### config.mk
export PLATFORM = sky130hd
export DESIGN_NAME = gaoi_regs
export DESIGN_NICKNAME = d
export VERILOG_FILES = /design/src/hdl/assert_macros.svh /design/src/hdl/gaoi_pkg.sv /design/src/hdl/gaoi_regs.sv
export SDC_FILE = /design/constraint.sdc
export NUM_CORES = 1
export LEC_CHECK = 0
export BUFFER_PORTS_ARGS = -buffer_cell sky130_fd_sc_hd__buf_2
export CORE_UTILIZATION = 30
export DETAILED_ROUTE_END_ITERATION = 6
export PLACE_DENSITY_LB_ADDON = 0.08
export SKIP_LAST_GASP = 1
export SYNTH_ARGS = -nofsm -noshare
export SYNTH_HDL_FRONTEND = slang
export SYNTH_SLANG_ARGS = --single-unit
### constraint.sdc
create_clock -name clk_i -period 1.5 [get_ports clk_i]
set_input_delay 0.15 -clock clk_i [delete_from_list [all_inputs] [get_ports clk_i]]
set_output_delay 0.15 -clock clk_i [all_outputs]
set_load 0.005 [all_outputs]
### src/hdl/assert_macros.svh
// Assertion helpers for the RTL.
`ifndef ASSERT_MACROS_SVH
`define ASSERT_MACROS_SVH

// Same-cycle implication, disabled while reset is asserted.
`define ASSERT_IMP(lbl, clk, rstn, a, c) \
  lbl: assert property (@(posedge clk) disable iff (!rstn) (a) |-> (c)) \
    else $error("implication check failed");

// Next-cycle implication, disabled while reset is asserted.
`define ASSERT_NXT(lbl, clk, rstn, a, c) \
  lbl: assert property (@(posedge clk) disable iff (!rstn) (a) |=> (c)) \
    else $error("next-cycle check failed");

`endif

### src/hdl/gaoi_pkg.sv
package gaoi_pkg;

  // APB address width: three 32-bit registers.
  localparam int AddrW = 4;

  // Function codes.
  localparam logic [2:0] FnAdd     = 3'd0;
  localparam logic [2:0] FnDelete  = 3'd1;
  localparam logic [2:0] FnMove    = 3'd2;
  localparam logic [2:0] FnCell    = 3'd3;
  localparam logic [2:0] FnWindow  = 3'd4;
  localparam logic [2:0] FnCompare = 3'd5;
  localparam logic [2:0] FnBox     = 3'd6;

  // Status codes.
  localparam logic [2:0] StOk       = 3'd0;
  localparam logic [2:0] StFull     = 3'd1;
  localparam logic [2:0] StExists   = 3'd2;
  localparam logic [2:0] StRange    = 3'd3;
  localparam logic [2:0] StNotFound = 3'd4;
  localparam logic [2:0] StTooLarge = 3'd5;

  // Region codes.
  localparam logic [1:0] RgnPlain = 2'd0;
  localparam logic [1:0] RgnNew   = 2'd1;
  localparam logic [1:0] RgnOld   = 2'd2;
  localparam logic [1:0] RgnBoth  = 2'd3;

  typedef struct packed {
    logic [2:0]         func;
    logic signed [15:0] x;
    logic signed [15:0] y;
    logic signed [15:0] x2;
    logic signed [15:0] y2;
    logic [1:0]         half_w;
    logic [1:0]         half_h;
    logic [31:0]        id;
  } cmd_t;

  typedef struct packed {
    logic [2:0] status;
    logic       cell_valid;
    logic [5:0] cell_x;
    logic [5:0] cell_y;
    logic [8:0] cell_count;
    logic [1:0] region;
    logic       last;
  } res_t;

  // Active grid size and capacity, already clipped to the build limits.
  typedef struct packed {
    logic [6:0] act_w;
    logic [6:0] act_h;
    logic [8:0] act_cap;
  } cfg_t;

endpackage

### src/hdl/gaoi_regs.sv
module gaoi_regs #(
  parameter int GRID_W      = 64,
  parameter int GRID_H      = 64,
  parameter int MAX_OBJECTS = 256
) (
  input  logic                       clk_i,
  input  logic                       rst_ni,
  input  logic                       psel,
  input  logic                       penable,
  input  logic                       pwrite,
  input  logic [gaoi_pkg::AddrW-1:0] paddr,
  input  logic [31:0]                pwdata,
  output logic [31:0]                prdata,
  output logic                       pready,
  output gaoi_pkg::cfg_t             cfg_o
);

  localparam logic [1:0] RegIdxWidth  = 2'd0;
  localparam logic [1:0] RegIdxHeight = 2'd1;
  localparam logic [1:0] RegIdxCap    = 2'd2;

  localparam int LimW   = (GRID_W < 64) ? GRID_W : 64;
  localparam int LimH   = (GRID_H < 64) ? GRID_H : 64;
  localparam int LimCap = (MAX_OBJECTS < 511) ? MAX_OBJECTS : 511;

  logic [6:0] width_q, height_q;
  logic [8:0] cap_q;
  logic       wr;
  logic [1:0] idx;

  assign wr     = psel & penable & pwrite;
  assign idx    = paddr[3:2];
  assign pready = 1'b1;

  always_ff @(posedge clk_i or negedge rst_ni) begin
    if (!rst_ni) begin
      width_q  <= 7'd64;
      height_q <= 7'd64;
      cap_q    <= 9'd256;
    end else if (wr) begin
      case (idx)
        RegIdxWidth:  width_q  <= pwdata[6:0];
        RegIdxHeight: height_q <= pwdata[6:0];
        RegIdxCap:    cap_q    <= pwdata[8:0];
        default: ;
      endcase
    end
  end

  always_comb begin
    case (idx)
      RegIdxWidth:  prdata = 32'(width_q);
      RegIdxHeight: prdata = 32'(height_q);
      RegIdxCap:    prdata = 32'(cap_q);
      default:      prdata = '0;
    endcase
  end

  always_comb begin
    cfg_o.act_w   = (32'(width_q) > LimW) ? 7'(LimW) : width_q;
    cfg_o.act_h   = (32'(height_q) > LimH) ? 7'(LimH) : height_q;
    cfg_o.act_cap = (32'(cap_q) > LimCap) ? 9'(LimCap) : cap_q;
  end

endmodule

---- After elaboration in Yosys (flattened, before gate mapping) ----
Cells that the tools add are included.
cells by class
  order comparisons ....................... 3
  equality and inequality tests ........... 2
  muxes and demuxes ....................... 4
  bitwise operators ....................... 2
  reductions and logical operators ........ 4
operators with widths
  operator                                              number
  one-hot mux 9 bit (3 select lines)                    1
  greater-than comparator 7 bit, second input constant  2
  two-way mux 7 bit                                     2
  greater-than comparator 9 bit, second input constant  1
  two-way mux 9 bit                                     1
  AND reduction 2 bit                                   3
  bitwise AND 1 bit                                     2
  equality test 2 x 1 -> 1 bit, second input constant   1
  equality test 2 bit, second input constant            1
  logical NOT 2 bit                                     1
storage, ports and cells
  bits in registers ....................... 23
  bits of input ports ..................... 41
  word-level logic and storage cells ...... 18

---- Longest topological paths before layout ----
  depth after elaboration ................. 3
  depth in mapped cells ................... 4

---- Worst setup path before layout ----
OpenSTA, ideal clock, no wires.
  path kind ............................... input to register
  from .................................... in pwrite
  to ...................................... reg height_q[0]
  library setup time ...................... 0.125 ns
  arrival ................................. 1.021 ns
  path slack .............................. 0.354 ns
  stages on the path ...................... 4
  buffers on the path ..................... 1
  cell sequence ........................... nand3_2 -> or3b_1 -> buf_6 -> mux2_4
between the ends
  longest elaborated chain between the ends .. 2
ends and longest elaborated chain
  element                        RTL line         text
  from (decl)                    gaoi_regs.sv:10  input logic pwrite,
  bitwise AND 1 bit              gaoi_regs.sv:31  assign wr = psel & penable & pwrite;
  AND reduction 2 bit (no line)  n/a
  to (signal assigned)           gaoi_regs.sv:43  RegIdxHeight: height_q <= pwdata[6:0];
  to (decl)                      gaoi_regs.sv:26  logic [6:0] width_q, height_q;
Every way passes these cells.
A chain may end at the register's enable or synchronous reset.

---- Worst setup path in the final report ----
  from .................................... reg cap_q[8]
  to ...................................... out prdata[8]
between the ends
  longest elaborated chain between the ends .. 1
ends and longest elaborated chain
  element                             RTL line         text
  from (decl)                         gaoi_regs.sv:27  logic [8:0] cap_q;
  from (signal assigned)              gaoi_regs.sv:44  RegIdxCap: cap_q <= pwdata[8:0];
  one-hot mux 9 bit (3 select lines)  gaoi_regs.sv:51  case (idx)
  to (decl)                           gaoi_regs.sv:13  output logic [31:0] prdata,
Every way passes these cells.

==> metrics.txt <==
layout cells sized above 1 0.483; Max Fanout on Critical Path 11; Post-Syn Area 1410 um2; CP Capture Type output port; DPL Wire Length 2290 um; ys async rst share 1.00; Die Width 70.6 um; CP arrival 1.24 ns; Post-synth EDFFs 0; Antenna diodes 0; Max rail drop VDD 491 uV; failing checks DRC; placed cells 222; Slew HR 0.632; hold_ws 0.117 ns; antenna violations before repair 0; Initial Util 0.317; Yosys Warn Count 0; Synth cell types 19; CP max-delay cell dfstp_2; CTS max path bufs 2; Tightest Pin Transition 0.552 ns; first-pass GRT wire length 5170 um; fin. max-slew vios 0; Fin. Hold Viols 0; Routed WL 3220 um; vias in the first global route 1014; register area share after synthesis 0.411; Die Height 70.6 um; clk_lat worst skew 0.26 ns; Worst Setup Start Kind flop; Finished Layout Cells 228; Crit path largest cell delay 0.69 ns; Synth area leader dfrtp_1; Req. time, crit path 1.35 ns; drt via density 4.33; IO Pins 97; clock period minus final worst setup slack 1.39 ns; std cell rows 24; Port Buf Inserts 47; total grt overflow 0; Layout area overhead 18.7%; RSZ-0062 raised after global routing no; Clock Pin Slew Worst Setup and Hold Paths 0.09 ns; Sink Count 23; Final period util 0.924; most numerous cell in the Yosys netlist buf_4; Mapped Cells 128; GRT Total Usage 0.137; CTS tree built; Mean Syn Cell Area 11.0 um2; LEAKAGE 0.891 nW; CORE AREA 4440 um2; Placer Congestion 0.654; residual DRC count 20; Worst Hold Class in -> reg; run status complete, but fails checks; #FFs+latches synth 23; vias 988; setup_tns 0 ns; DR pass1 iterations 6; full die area 4980 um2; First DRT Iteration DRCs 37; number of max-cap violations 0; post-synth top area share 0.355; root buffer selected by CTS clkbuf_8; final setup fails 0; Pwr Density 1150 nW/um2; Clock H-tree levels 1; most common flop cell mapped by yosys dfrtp_1; CTS buffer count 3; Post-layout nets 218; Commonest cells post-synth buf_4, dfrtp_1, nor2b_1; Worst Clk Skew 0 ns; synth top area cells dfrtp_1, buf_4, mux2_2, nor2b_1, mux2_4; Achievable Freq 0.722 GHz; critical path class reg -> out; Cell Chain, Critical Path and3b_1 > buf_2; routed len/inst 14.1 um; largest net degree at the start of global routing 24; ANT nets after route 0
-- logic make-up (layout without fill, tap and decap cells) --
kind of cell    Yosys count  after routing  share of synthesized area
simple gates             34             34                      0.151
other cells               2             24                    0.00533
compound gates            7              7                     0.0248
buf+inv                  32             58                      0.156
flops                    23             23                      0.411
mux                      30             30                      0.252
-- state kept, by name (all words and copies together) (netlist names) --
signal,count
width_q,7
cap_q,9
height_q,7
-- final timing paths --
| check | start | to | slack (ns) | depth (start not counted) |
|---|---|---|---|---|
| min in group asynchronous | rst_ni | cap_q[1] | 0.39 | 2 |
| max reg2reg | cap_q[8] | cap_q[8] | 0.56 | 1 |
| max | cap_q[8] | prdata[8] | 0.11 | 2 |
| min | pwdata[7] | cap_q[7] | 0.12 | 2 |
| max in group asynchronous | rst_ni | height_q[6] | 0.72 | 2 |
| min reg2reg | cap_q[1] | cap_q[1] | 0.53 | 1 |
-- final cells by class --
type / instances / area (um2)
fill: 456 / 2770
multi-input combinational: 95 / 693
sequential: 23 / 579
timing repair buffer: 54 / 290
tap: 52 / 65.1
clock buffer: 3 / 41.3
clock inverter: 1 / 5.00
-- per-layer routing --
metal	wire, um	up-vias	GRT usage
met5	0	-	0
met4	22	0	0.0333
met3	212	2	0.0313
met2	1630	46	0.244
met1	1350	468	0.169
li1	-	472	-
-- stage by stage --
step	power [mW]	util	cell area [um2]	setup WS, ns
final	1.92	0.377	1670	0.114
after global routing	2.07	0.377	1670	0.0423
after CTS	1.96	0.377	1670	0.0849
after detailed placement	1.55	0.362	1610	0.0543
after global placement	1.53	0.362	1610	0.0652
after floorplan	1.30	-	1490	0.354
-- report_power, final --
group	internal [mW]	switching, mW	leakage [nW]
logic	0.372	0.252	0.588
registers	0.780	0.136	0.277
clock network	0.185	0.199	0.0255
-- layout by cell type, fill, tap and decap left out --
cell type / instances
dfrtp_1: 20
nor3b_1: 1
dlygate4sd3_1: 1
mux2i_1: 7
mux2_2: 16
buf_2: 47
mux2_4: 7
nand2_1: 7
clkbuf_8: 3
and3b_1: 2
nor3_2: 1
conb_1: 24
and2b_1: 1
buf_4: 6
nand3_2: 1
clkinv_2: 1
or3b_1: 1
o21ai_0: 7
dfstp_2: 3
nor2b_1: 20
-- timing repair --
item | in CTS | in global routing
resized for setup | 0 | 0
setup endpoints to repair | 1 | 0
hold endpoints to repair | 20 | 0
buffers inserted | 1 | 0
hold buffers | 1 | 0
-- worst max-delay path, delay by kind of cell, from the launching register on --
family                 cells  cell delay, ns
buffers and inverters      1            0.10
flip-flops                 1            0.69
AND/OR/NAND/NOR            1            0.19
Power figures use the tool's default switching activity.
